===== src/rtl/keyboard_report_to_gamepad_macros.svh =====
// Assertion macros shared by the keyboard-to-gamepad RTL.
// Each macro expects clk and arst_n in scope of the including module.
`ifndef KEYBOARD_REPORT_TO_GAMEPAD_MACROS_SVH
`define KEYBOARD_REPORT_TO_GAMEPAD_MACROS_SVH

// Same-cycle implication, checked outside reset
`define KBGP_ASSERT_NOW(label, ante, cons, msg) \
	label: assert property (@(posedge clk) disable iff (!arst_n) (ante) |-> (cons)) \
		else $error(msg);

// Next-cycle implication, checked outside reset
`define KBGP_ASSERT_NEXT(label, ante, cons, msg) \
	label: assert property (@(posedge clk) disable iff (!arst_n) (ante) |=> (cons)) \
		else $error(msg);

`endif


===== src/rtl/kbgp_pkg.sv =====
// Shared types, constants and key map for the keyboard-to-gamepad block.
// No dependencies; the top level, kbgp_lane and kbgp_merge import this package.
`timescale 1ns / 1ps
`default_nettype none

package kbgp_pkg;

	localparam int MAP_ENTRIES_DEF     = 32;
	localparam int KEYS_PER_REPORT_DEF = 6;
	localparam int KEYS_MAX            = 6;

	localparam logic [3:0]  HAT_NEUTRAL     = 4'h8;
	localparam logic [7:0]  AXIS_CENTER     = 8'd128;
	localparam logic [7:0]  AXIS_MAX        = 8'd255;
	localparam logic [15:0] KEEPALIVE_RESET = 16'd100;
	localparam logic [15:0] ELAPSED_SAT     = 16'hFFFF;

	// direction bits inside a map entry value
	localparam int DIR_UP_BIT    = 0;
	localparam int DIR_DOWN_BIT  = 1;
	localparam int DIR_LEFT_BIT  = 2;
	localparam int DIR_RIGHT_BIT = 3;

	typedef enum logic [1:0] {
		CMD_REPORT  = 2'd0,
		CMD_TICK    = 2'd1,
		CMD_MOUNT   = 2'd2,
		CMD_UNMOUNT = 2'd3
	} cmd_t;

	typedef enum logic [2:0] {
		KIND_NONE   = 3'd0,
		KIND_BUTTON = 3'd1,
		KIND_DPAD   = 3'd2,
		KIND_LSTICK = 3'd3,
		KIND_RSTICK = 3'd4
	} kind_t;

	typedef struct packed {
		logic [7:0]  code;
		kind_t       kind;
		logic [15:0] value;
	} map_entry_t;

	typedef struct packed {
		kind_t       kind;
		logic [15:0] value;
	} lane_hit_t;

	typedef struct packed {
		logic [15:0] buttons;
		logic [3:0]  hat;
		logic [7:0]  left_x;
		logic [7:0]  left_y;
		logic [7:0]  right_x;
		logic [7:0]  right_y;
	} pad_frame_t;

	typedef struct packed {
		pad_frame_t frame;
		logic       changed;
	} send_entry_t;

	localparam pad_frame_t FRAME_IDLE = '{
		buttons: 16'h0000, hat: HAT_NEUTRAL,
		left_x: AXIS_CENTER, left_y: AXIS_CENTER,
		right_x: AXIS_CENTER, right_y: AXIS_CENTER
	};

	// Fixed key map of standard HID usage codes; slots past the list are empty.
	function automatic map_entry_t map_rom(input logic [5:0] idx);
		map_entry_t e;
		e = '{code: 8'h00, kind: KIND_NONE, value: 16'h0000};
		case (idx)
			6'd0:  e = '{code: 8'h1A, kind: KIND_DPAD,   value: 16'h0001};
			6'd1:  e = '{code: 8'h16, kind: KIND_DPAD,   value: 16'h0002};
			6'd2:  e = '{code: 8'h04, kind: KIND_DPAD,   value: 16'h0004};
			6'd3:  e = '{code: 8'h07, kind: KIND_DPAD,   value: 16'h0008};
			6'd4:  e = '{code: 8'h0C, kind: KIND_BUTTON, value: 16'h0008};
			6'd5:  e = '{code: 8'h0E, kind: KIND_BUTTON, value: 16'h0001};
			6'd6:  e = '{code: 8'h0D, kind: KIND_BUTTON, value: 16'h0004};
			6'd7:  e = '{code: 8'h0F, kind: KIND_BUTTON, value: 16'h0002};
			6'd8:  e = '{code: 8'h14, kind: KIND_BUTTON, value: 16'h0010};
			6'd9:  e = '{code: 8'h08, kind: KIND_BUTTON, value: 16'h0020};
			6'd10: e = '{code: 8'h15, kind: KIND_BUTTON, value: 16'h0040};
			6'd11: e = '{code: 8'h09, kind: KIND_BUTTON, value: 16'h0080};
			6'd12: e = '{code: 8'h0A, kind: KIND_BUTTON, value: 16'h0010};
			6'd13: e = '{code: 8'h17, kind: KIND_BUTTON, value: 16'h0020};
			6'd14: e = '{code: 8'h1E, kind: KIND_BUTTON, value: 16'h0100};
			6'd15: e = '{code: 8'h1F, kind: KIND_BUTTON, value: 16'h0200};
			6'd16: e = '{code: 8'h20, kind: KIND_BUTTON, value: 16'h0400};
			6'd17: e = '{code: 8'h21, kind: KIND_BUTTON, value: 16'h0800};
			6'd18: e = '{code: 8'h0B, kind: KIND_BUTTON, value: 16'h1000};
			6'd19: e = '{code: 8'h06, kind: KIND_BUTTON, value: 16'h2000};
			6'd20: e = '{code: 8'h52, kind: KIND_DPAD,   value: 16'h0001};
			6'd21: e = '{code: 8'h51, kind: KIND_DPAD,   value: 16'h0002};
			6'd22: e = '{code: 8'h50, kind: KIND_DPAD,   value: 16'h0004};
			6'd23: e = '{code: 8'h4F, kind: KIND_DPAD,   value: 16'h0008};
			6'd24: e = '{code: 8'h60, kind: KIND_LSTICK, value: 16'h0001};
			6'd25: e = '{code: 8'h5D, kind: KIND_LSTICK, value: 16'h0002};
			6'd26: e = '{code: 8'h5C, kind: KIND_LSTICK, value: 16'h0004};
			6'd27: e = '{code: 8'h5E, kind: KIND_LSTICK, value: 16'h0008};
			6'd28: e = '{code: 8'h18, kind: KIND_RSTICK, value: 16'h0001};
			6'd29: e = '{code: 8'h10, kind: KIND_RSTICK, value: 16'h0002};
			6'd30: e = '{code: 8'h11, kind: KIND_RSTICK, value: 16'h0004};
			6'd31: e = '{code: 8'h36, kind: KIND_RSTICK, value: 16'h0008};
			default: e = '{code: 8'h00, kind: KIND_NONE, value: 16'h0000};
		endcase
		return e;
	endfunction

endpackage

`default_nettype wire


===== src/rtl/kbgp_evt_if.sv =====
// Event channel: command plus six HID key codes, valid/ready handshake.
// Standalone; used by the top level input port.
`timescale 1ns / 1ps
`default_nettype none

interface kbgp_evt_if;
	logic       valid;
	logic       ready;
	logic [1:0] cmd;
	logic [7:0] key0;
	logic [7:0] key1;
	logic [7:0] key2;
	logic [7:0] key3;
	logic [7:0] key4;
	logic [7:0] key5;

	modport source (output valid, cmd, key0, key1, key2, key3, key4, key5, input ready);
	modport sink   (input valid, cmd, key0, key1, key2, key3, key4, key5, output ready);
endinterface

`default_nettype wire


===== src/rtl/kbgp_pad_if.sv =====
// Gamepad frame channel, valid/ready handshake.
// Standalone; used by the top level output port.
`timescale 1ns / 1ps
`default_nettype none

interface kbgp_pad_if;
	logic        valid;
	logic        ready;
	logic [15:0] buttons;
	logic [3:0]  hat;
	logic [7:0]  left_x;
	logic [7:0]  left_y;
	logic [7:0]  right_x;
	logic [7:0]  right_y;
	logic        frame_changed;

	modport source (output valid, buttons, hat, left_x, left_y, right_x, right_y,
		frame_changed, input ready);
	modport sink   (input valid, buttons, hat, left_x, left_y, right_x, right_y,
		frame_changed, output ready);
endinterface

`default_nettype wire


===== src/rtl/keyboard_report_to_gamepad.sv =====
// Top level: key lanes, merge register, frame state and send decision, output queue.
// Depends on kbgp_pkg, kbgp_evt_if, kbgp_pad_if, kbgp_lane, kbgp_merge and the macro header.
//
//   port      dir  handshake        carries
//   evt       in   valid/ready      cmd, key0..key5
//   pad       out  valid/ready      buttons, hat, sticks, frame_changed
//   cfg       in   cfg_wr_en only   keepalive interval in ms
//
// One event per cycle while evt.ready is high. Stage 1 registers the merged lane decode;
// stage 2 updates the frame state and, while mounted, pushes a frame into a two-entry
// queue when it changed or the keepalive interval is reached. pad.valid comes from the
// registered queue count, so a frame reaches it through the stage 1 register and the queue.
// evt.ready drops only when the queue cannot take the event in flight plus one more.
// Reset is asynchronous; no clearing pass.
`timescale 1ns / 1ps
`default_nettype none

`include "keyboard_report_to_gamepad_macros.svh"

module keyboard_report_to_gamepad #(
	parameter int MAP_ENTRIES     = kbgp_pkg::MAP_ENTRIES_DEF,
	parameter int KEYS_PER_REPORT = kbgp_pkg::KEYS_PER_REPORT_DEF
) (
	input  logic        clk,
	input  logic        arst_n,
	kbgp_evt_if.sink    evt,
	kbgp_pad_if.source  pad,
	input  logic        cfg_wr_en,
	input  logic [15:0] cfg_wr_data
);
	import kbgp_pkg::*;

	logic [7:0]  keys [KEYS_MAX];
	lane_hit_t   hits [KEYS_PER_REPORT];
	pad_frame_t  frame_w;

	logic        evt_xfer;
	logic        valid_s1;
	cmd_t        cmd_s1;
	pad_frame_t  frame_s1;

	pad_frame_t  cur_q;
	pad_frame_t  last_q;
	logic [15:0] elapsed_q;
	logic        present_q;
	logic [15:0] keepalive_q;

	pad_frame_t  nxt_cur;
	logic        nxt_present;
	logic [15:0] nxt_elapsed;
	logic        changed_w;
	logic        push_w;
	logic        deq_w;
	logic [1:0]  occ_w;

	send_entry_t fifo_q [2];
	logic        wr_ptr_q;
	logic        rd_ptr_q;
	logic [1:0]  cnt_q;

	assign keys[0] = evt.key0;
	assign keys[1] = evt.key1;
	assign keys[2] = evt.key2;
	assign keys[3] = evt.key3;
	assign keys[4] = evt.key4;
	assign keys[5] = evt.key5;

	for (genvar g = 0; g < KEYS_PER_REPORT; g++) begin : g_lane
		kbgp_lane #(.MAP_ENTRIES(MAP_ENTRIES)) u_lane (
			.key (keys[g]),
			.hit (hits[g])
		);
	end

	kbgp_merge #(.KEYS_PER_REPORT(KEYS_PER_REPORT)) u_merge (
		.hits  (hits),
		.frame (frame_w)
	);

	// queue occupancy once this cycle settles, counting the event in stage 1
	assign deq_w     = pad.valid && pad.ready;
	assign occ_w     = cnt_q - 2'(deq_w) + 2'(valid_s1);
	assign evt.ready = occ_w < 2'd2;
	assign evt_xfer  = evt.valid && evt.ready;

	always_ff @(posedge clk or negedge arst_n) begin
		if (!arst_n) begin
			valid_s1 <= 1'b0;
		end else begin
			valid_s1 <= evt_xfer;
		end
	end

	always_ff @(posedge clk) begin
		if (evt_xfer) begin
			cmd_s1   <= cmd_t'(evt.cmd);
			frame_s1 <= frame_w;
		end
	end

	always_comb begin
		nxt_cur     = cur_q;
		nxt_present = present_q;
		nxt_elapsed = elapsed_q;
		case (cmd_s1)
			CMD_REPORT: begin
				if (present_q) nxt_cur = frame_s1;
			end
			CMD_TICK: begin
				if (elapsed_q != ELAPSED_SAT) nxt_elapsed = elapsed_q + 16'd1;
			end
			CMD_MOUNT: begin
				nxt_present = 1'b1;
			end
			CMD_UNMOUNT: begin
				// drop buttons and hat; sticks hold
				if (present_q) begin
					nxt_present     = 1'b0;
					nxt_cur.buttons = 16'h0000;
					nxt_cur.hat     = HAT_NEUTRAL;
				end
			end
			default: ;
		endcase
	end

	assign changed_w = nxt_cur != last_q;
	assign push_w    = valid_s1 && nxt_present && (changed_w || nxt_elapsed >= keepalive_q);

	always_ff @(posedge clk or negedge arst_n) begin
		if (!arst_n) begin
			cur_q       <= FRAME_IDLE;
			last_q      <= FRAME_IDLE;
			elapsed_q   <= ELAPSED_SAT;
			present_q   <= 1'b0;
			keepalive_q <= KEEPALIVE_RESET;
			wr_ptr_q    <= 1'b0;
			rd_ptr_q    <= 1'b0;
			cnt_q       <= 2'd0;
		end else begin
			if (cfg_wr_en) keepalive_q <= cfg_wr_data;
			if (valid_s1) begin
				cur_q     <= nxt_cur;
				present_q <= nxt_present;
				elapsed_q <= push_w ? 16'd0 : nxt_elapsed;
				if (push_w) last_q <= nxt_cur;
			end
			if (push_w) wr_ptr_q <= !wr_ptr_q;
			if (deq_w)  rd_ptr_q <= !rd_ptr_q;
			cnt_q <= cnt_q + 2'(push_w) - 2'(deq_w);
		end
	end

	always_ff @(posedge clk) begin
		if (push_w) fifo_q[wr_ptr_q] <= '{frame: nxt_cur, changed: changed_w};
	end

	assign pad.valid         = cnt_q != 2'd0;
	assign pad.buttons       = fifo_q[rd_ptr_q].frame.buttons;
	assign pad.hat           = fifo_q[rd_ptr_q].frame.hat;
	assign pad.left_x        = fifo_q[rd_ptr_q].frame.left_x;
	assign pad.left_y        = fifo_q[rd_ptr_q].frame.left_y;
	assign pad.right_x       = fifo_q[rd_ptr_q].frame.right_x;
	assign pad.right_y       = fifo_q[rd_ptr_q].frame.right_y;
	assign pad.frame_changed = fifo_q[rd_ptr_q].changed;

	`KBGP_ASSERT_NOW(a_no_overflow, push_w, (cnt_q != 2'd2) || deq_w, "send queue overflow")
	`KBGP_ASSERT_NEXT(a_send_clears_elapsed, push_w, elapsed_q == 16'd0, "elapsed not cleared on send")
	`KBGP_ASSERT_NOW(a_absent_idle, !present_q, (cur_q.buttons == 16'h0000) && (cur_q.hat == HAT_NEUTRAL), "buttons or hat held while unmounted")
	`KBGP_ASSERT_NEXT(a_last_matches_sent, push_w, last_q == cur_q, "last sent frame out of step")

endmodule

`default_nettype wire


===== src/rtl/kbgp_lane.sv =====
// One key lane: matches a single HID code against the key map, first hit wins.
// Depends on kbgp_pkg.
`timescale 1ns / 1ps
`default_nettype none

module kbgp_lane #(
	parameter int MAP_ENTRIES = kbgp_pkg::MAP_ENTRIES_DEF
) (
	input  logic [7:0]          key,
	output kbgp_pkg::lane_hit_t hit
);
	import kbgp_pkg::*;

	logic [MAP_ENTRIES-1:0] match;

	always_comb begin
		for (int j = 0; j < MAP_ENTRIES; j++) begin
			match[j] = (key != 8'h00) && (map_rom(6'(j)).kind != KIND_NONE) &&
				(map_rom(6'(j)).code == key);
		end
	end

	// walk from the back so the lowest matching entry is left standing
	always_comb begin
		hit = '{kind: KIND_NONE, value: 16'h0000};
		for (int j = MAP_ENTRIES - 1; j >= 0; j--) begin
			if (match[j]) begin
				hit = '{kind: map_rom(6'(j)).kind, value: map_rom(6'(j)).value};
			end
		end
	end

endmodule

`default_nettype wire


===== src/rtl/kbgp_merge.sv =====
// Merge stage: ORs the lane hits and builds buttons, hat and stick axes.
// Depends on kbgp_pkg.
`timescale 1ns / 1ps
`default_nettype none

module kbgp_merge #(
	parameter int KEYS_PER_REPORT = kbgp_pkg::KEYS_PER_REPORT_DEF
) (
	input  kbgp_pkg::lane_hit_t  hits [KEYS_PER_REPORT],
	output kbgp_pkg::pad_frame_t frame
);
	import kbgp_pkg::*;

	logic [15:0] btn;
	logic [3:0]  dpad;
	logic [3:0]  lstick;
	logic [3:0]  rstick;

	function automatic logic [3:0] combine_hat(input logic [3:0] d);
		logic up, dn, lf, rt;
		up = d[DIR_UP_BIT];
		dn = d[DIR_DOWN_BIT];
		lf = d[DIR_LEFT_BIT];
		rt = d[DIR_RIGHT_BIT];
		if (up && rt)      return 4'd1;
		else if (up && lf) return 4'd7;
		else if (dn && rt) return 4'd3;
		else if (dn && lf) return 4'd5;
		else if (up)       return 4'd0;
		else if (dn)       return 4'd4;
		else if (lf)       return 4'd6;
		else if (rt)       return 4'd2;
		else               return HAT_NEUTRAL;
	endfunction

	// low direction (up/left) wins over high (down/right)
	function automatic logic [7:0] axis_of(input logic low_dir, input logic high_dir);
		if (low_dir)       return 8'd0;
		else if (high_dir) return AXIS_MAX;
		else               return AXIS_CENTER;
	endfunction

	always_comb begin
		btn    = '0;
		dpad   = '0;
		lstick = '0;
		rstick = '0;
		for (int i = 0; i < KEYS_PER_REPORT; i++) begin
			case (hits[i].kind)
				KIND_BUTTON: btn    = btn | hits[i].value;
				KIND_DPAD:   dpad   = dpad | hits[i].value[3:0];
				KIND_LSTICK: lstick = lstick | hits[i].value[3:0];
				KIND_RSTICK: rstick = rstick | hits[i].value[3:0];
				default: ;
			endcase
		end
	end

	always_comb begin
		frame.buttons = btn;
		frame.hat     = combine_hat(dpad);
		frame.left_x  = axis_of(lstick[DIR_LEFT_BIT], lstick[DIR_RIGHT_BIT]);
		frame.left_y  = axis_of(lstick[DIR_UP_BIT], lstick[DIR_DOWN_BIT]);
		frame.right_x = axis_of(rstick[DIR_LEFT_BIT], rstick[DIR_RIGHT_BIT]);
		frame.right_y = axis_of(rstick[DIR_UP_BIT], rstick[DIR_DOWN_BIT]);
	end

endmodule

`default_nettype wire

===== src/flat_wrapper.sv =====
// flat-port wrapper written by rule: the top's interface ports become plain ports
module keyboard_report_to_gamepad_flat import kbgp_pkg::*;
#(
	parameter int MAP_ENTRIES     = kbgp_pkg::MAP_ENTRIES_DEF,
	parameter int KEYS_PER_REPORT = kbgp_pkg::KEYS_PER_REPORT_DEF
)
  (clk, arst_n, cfg_wr_en, cfg_wr_data, evt_valid, evt_cmd, evt_key0, evt_key1, evt_key2, evt_key3, evt_key4, evt_key5, evt_ready, pad_valid, pad_buttons, pad_hat, pad_left_x, pad_left_y, pad_right_x, pad_right_y, pad_frame_changed, pad_ready);
  kbgp_evt_if evt_i ();
  kbgp_pad_if pad_i ();
  input  logic clk;
  input  logic arst_n;
  input  logic cfg_wr_en;
  input  logic [15:0] cfg_wr_data;
  input wire logic [$bits(evt_i.valid)-1:0] evt_valid;
  input wire logic [$bits(evt_i.cmd)-1:0] evt_cmd;
  input wire logic [$bits(evt_i.key0)-1:0] evt_key0;
  input wire logic [$bits(evt_i.key1)-1:0] evt_key1;
  input wire logic [$bits(evt_i.key2)-1:0] evt_key2;
  input wire logic [$bits(evt_i.key3)-1:0] evt_key3;
  input wire logic [$bits(evt_i.key4)-1:0] evt_key4;
  input wire logic [$bits(evt_i.key5)-1:0] evt_key5;
  output wire logic [$bits(evt_i.ready)-1:0] evt_ready;
  output wire logic [$bits(pad_i.valid)-1:0] pad_valid;
  output wire logic [$bits(pad_i.buttons)-1:0] pad_buttons;
  output wire logic [$bits(pad_i.hat)-1:0] pad_hat;
  output wire logic [$bits(pad_i.left_x)-1:0] pad_left_x;
  output wire logic [$bits(pad_i.left_y)-1:0] pad_left_y;
  output wire logic [$bits(pad_i.right_x)-1:0] pad_right_x;
  output wire logic [$bits(pad_i.right_y)-1:0] pad_right_y;
  output wire logic [$bits(pad_i.frame_changed)-1:0] pad_frame_changed;
  input wire logic [$bits(pad_i.ready)-1:0] pad_ready;
  assign evt_i.valid = evt_valid;
  assign evt_i.cmd = evt_cmd;
  assign evt_i.key0 = evt_key0;
  assign evt_i.key1 = evt_key1;
  assign evt_i.key2 = evt_key2;
  assign evt_i.key3 = evt_key3;
  assign evt_i.key4 = evt_key4;
  assign evt_i.key5 = evt_key5;
  assign evt_ready = evt_i.ready;
  assign pad_valid = pad_i.valid;
  assign pad_buttons = pad_i.buttons;
  assign pad_hat = pad_i.hat;
  assign pad_left_x = pad_i.left_x;
  assign pad_left_y = pad_i.left_y;
  assign pad_right_x = pad_i.right_x;
  assign pad_right_y = pad_i.right_y;
  assign pad_frame_changed = pad_i.frame_changed;
  assign pad_i.ready = pad_ready;
  keyboard_report_to_gamepad #(.MAP_ENTRIES(MAP_ENTRIES), .KEYS_PER_REPORT(KEYS_PER_REPORT)) u_core (.clk(clk), .arst_n(arst_n), .evt(evt_i), .pad(pad_i), .cfg_wr_en(cfg_wr_en), .cfg_wr_data(cfg_wr_data));
endmodule

===== config.mk =====
export PLATFORM = sky130hd
export DESIGN_NAME = keyboard_report_to_gamepad_flat
export DESIGN_NICKNAME = d
export VERILOG_FILES = /design/src/rtl/kbgp_pkg.sv /design/src/rtl/kbgp_evt_if.sv /design/src/rtl/kbgp_pad_if.sv /design/src/rtl/keyboard_report_to_gamepad.sv /design/src/rtl/kbgp_lane.sv /design/src/rtl/kbgp_merge.sv /design/src/flat_wrapper.sv
export VERILOG_INCLUDE_DIRS = /design/src /design/src/rtl
export SDC_FILE = /design/constraint.sdc
export NUM_CORES = 1
export LEC_CHECK = 0
export CORE_AREA = 2 2 208 210
export CTS_BUF_LIST = sky130_fd_sc_hd__clkbuf_8
export CTS_CLUSTER_DIAMETER = 30
export CTS_CLUSTER_SIZE = 14
export DETAILED_ROUTE_END_ITERATION = 6
export DIE_AREA = 0 0 210 212
export DONT_BUFFER_PORTS = 1
export PLACE_DENSITY_LB_ADDON = 0.05
export SLEW_MARGIN = 20
export SYNTH_ARGS = -nofsm -noshare
export SYNTH_HDL_FRONTEND = slang
export SYNTH_HIERARCHICAL = 1
export SYNTH_SLANG_ARGS = --single-unit

===== constraint.sdc =====
create_clock -name clk -period 11 [get_ports clk]
set_input_delay 0.55 -clock clk [delete_from_list [all_inputs] [get_ports clk]]
set_output_delay 0.55 -clock clk [all_outputs]
set_load 0.03 [all_outputs]

==> metrics <==
Vias per Instance between 5 and 6; Bufs and invs on worst path 2; Die H between 200 and 250 microns; Hold Violations, Final 0; total die area about 45000 sq um; CP top delay family compound AO/OA/AOI/OAI gates; hpwl dp ~34 mm; Die Span X about 210 microns; clock-pin transition on the worst setup and hold timing paths 0.06 ns; Via Count between 10000 and 15000; drt initial violations between 900 and 1000; Routed Antenna Nets 0; htree depth 2; design area approximately 20000 sq um; layout cells sized above 1 20.84%; largest net degree at the start of global routing about 140; Main synth FF type edfxtp_1; sequential share of the synthesized area about 45%; Worst Path Required between 10 and 15 ns; Max FO, Critical Path 36; # Max-Cap Violations 0; global-route wire length before repair between 70 and 80 mm; Placement Cell Area about 19000 sq um; Crit. End Element register; initial antenna violation count 0; Worst path slowest cell buf_4; syn_area_per_cell 10.62 sq um; clk_lat worst skew 0.64 ns; CTS Hold Bufs 5; Tot Pwr ~4.8 mW; FMAX ~200 MHz; DRT Pass-1 Iters 7; CTS root buf clkbuf_8; GRT Resource Usage Total 21.56%; CP cell instances and4_1 > nand4_1 > o41a_1 > nor2b_1 > and2_1 > xor2_1 > ha_1 > nand4_1 > o311ai_0 > a211oi_1 > a41oi_4 > buf_4 > buf_4 > mux2_4; I/O pins about 130; period utilization between 40% and 50%; Lkg Pwr 7.653 nW; Critical Path AT about 5.5 ns; Max-slew headroom a little over a fifth; unrepaired setup endpoints after global routing false; skew final 0.04375 ns; Residual DRC 0; Sink Count between 300 and 400; Area Overhead vs Synth 7.555%; Synth area leaders edfxtp_1, dfrtp_1, mux2_2, dfstp_2, mux2_4; PwrDens between 200 and 250 nW/um^2; TritonCTS Buffers 61; Final nets 1811; fin. max-slew vios 0; kind of critical path register to register; initial core utilization 44.18%; Cell variety after synth 93; Mapped Cells roughly 1800; fin crit period around 5.0 ns; Post-Place Worst Slack about 6 ns; Slew @ Worst Pin around 1.2 ns; row cnt 76; Clock Tree Buf Depth 3; critical path's largest stage delay between 0.6 and 0.7 ns; hold crit path type primary input to register; Synth async-reset ratio between 40% and 50%; Post-synth EDFFs 160; setup ws final around 6 ns; TNS Setup 0 ns; Synth warnings 6; routed wire length roughly 49 mm; startpoint type of the worst setup path register; Synth area leader edfxtp_1; #FFs+latches synth just over 300; peak supply drop roughly 170 uV; CTS resizes 0; Ant. Diodes 0; Setup-failing EPs final 0; routability congestion estimate from global placement between 0.8 and 0.9; status finished, final reports clean; share of the synthesized area in the top cell type between 20% and 30%; GRT overflow 0; WHS 0.03792 ns; port bufs 0; Setup Buffers After CTS 0; Synth Cell Area between 15000 and 20000 sq um; detailed-route wire length per cell between 20 and 25 microns; TritonCTS clock tree yes; vias in the first global route roughly 13000; Core ar. between 40000 and 50000 sq um
## placed cells by master, fill, tap and decap left out, types with 51 or more instances in the layout
cell type	Yosys	routed
a22oi_1	57	57
o21ai_0	62	62
edfxtp_1	160	160
mux2_2	101	101
nand2_1	183	183
dfrtp_1	113	111
inv_1	50	51
nor2_1	117	117
clkbuf_8	5	63
nand3_1	77	77
## synth_stat cells, drive strengths merged, types with 26 or more instances
cell type	n
edfxtp	160
nor2b	36
dfrtp	113
a21oi	37
dfstp	29
clkbuf	51
buf	87
mux2i	28
xnor2	49
nor2	118
o21ai	62
nor4b	26
nand2	183
inv	50
and3	27
a22oi	57
nand3	78
mux2	148
xor2	26
nand2b	28
## registers in the layout, indices dropped and copies added, names as in the netlist
signal / count
u_core/keepalive_q: 16
u_core/rd_ptr_q: 1
u_core/fifo_q: 106
u_core/cmd_s1: 2
u_core/last_q: 52
u_core/cnt_q: 2
u_core/elapsed_q: 16
u_core/present_q: 1
u_core/cur_q: 52
u_core/valid_s1: 1
u_core/frame_s1: 52
u_core/wr_ptr_q: 1
## through the flow
step                      instances  util (%)
after floorplan                1774         -
after global placement         2196     44.00
after detailed placement       2196     44.00
after CTS                      2317     47.52
after global routing           2317     47.52
final                          2317     47.52
## worst paths after layout
check	slack (ns)	cells past startpoint	to	start
max in group asynchronous	9.75	2	u_core/cur_q[1]	arst_n
max	6.00	14	u_core/last_q[14]	u_core/elapsed_q[4]
max reg2reg	6.00	14	u_core/last_q[14]	u_core/elapsed_q[4]
min reg2reg	0.51	2	u_core/keepalive_q[5]	u_core/keepalive_q[5]
min	0.04	1	u_core/keepalive_q[13]	cfg_wr_en
min in group asynchronous	0.59	2	u_core/valid_s1	arst_n
## power breakdown
part	switching [mW]	leakage (nW)	total, mW	internal [mW]
logic	1.01	3.75	1.63	0.617
clock network	0.602	0.710	1.31	0.707
registers	0.197	3.19	1.82	1.62
total	1.81	7.65	4.75	2.95
## cell families (layout without fill, tap and decap cells)
| family | after synthesis | in the layout | synth area share, % |
|---|---|---|---|
| buffers and inverters | 189 | 186 | 5.843 |
| multiplexers | 176 | 176 | 11.33 |
| adder cells (fa/ha/maj) | 22 | 22 | 1.466 |
| AO/OA/AOI/OAI | 320 | 320 | 12.21 |
| flip-flops | 302 | 302 | 44.70 |
| AND/OR/NAND/NOR | 678 | 678 | 20.85 |
| other | 6 | 12 | 0.1199 |
| XOR/XNOR | 75 | 75 | 3.498 |
## cell type report
cell class,instances,area (sq um)
Fill cell,3959,22310
Multi-Input combinational cell,1283,9323
Sequential cell,302,8399
Clock buffer,63,867.1
Tap cell,546,683.2
Clock inverter,53,563.0
Inverter,51,191.4
Timing Repair Buffer,19,172.7
## layer usage
layer	wire [microns]	GRT usage (%)	vias to the layer above
li1	-	-	6462
met1	21480	27.72	6678
met4	1593	8.266	0
met3	2041	3.087	95
met5	0	0	-
met2	23790	36.91	379
Power figures use the tool's default switching activity.
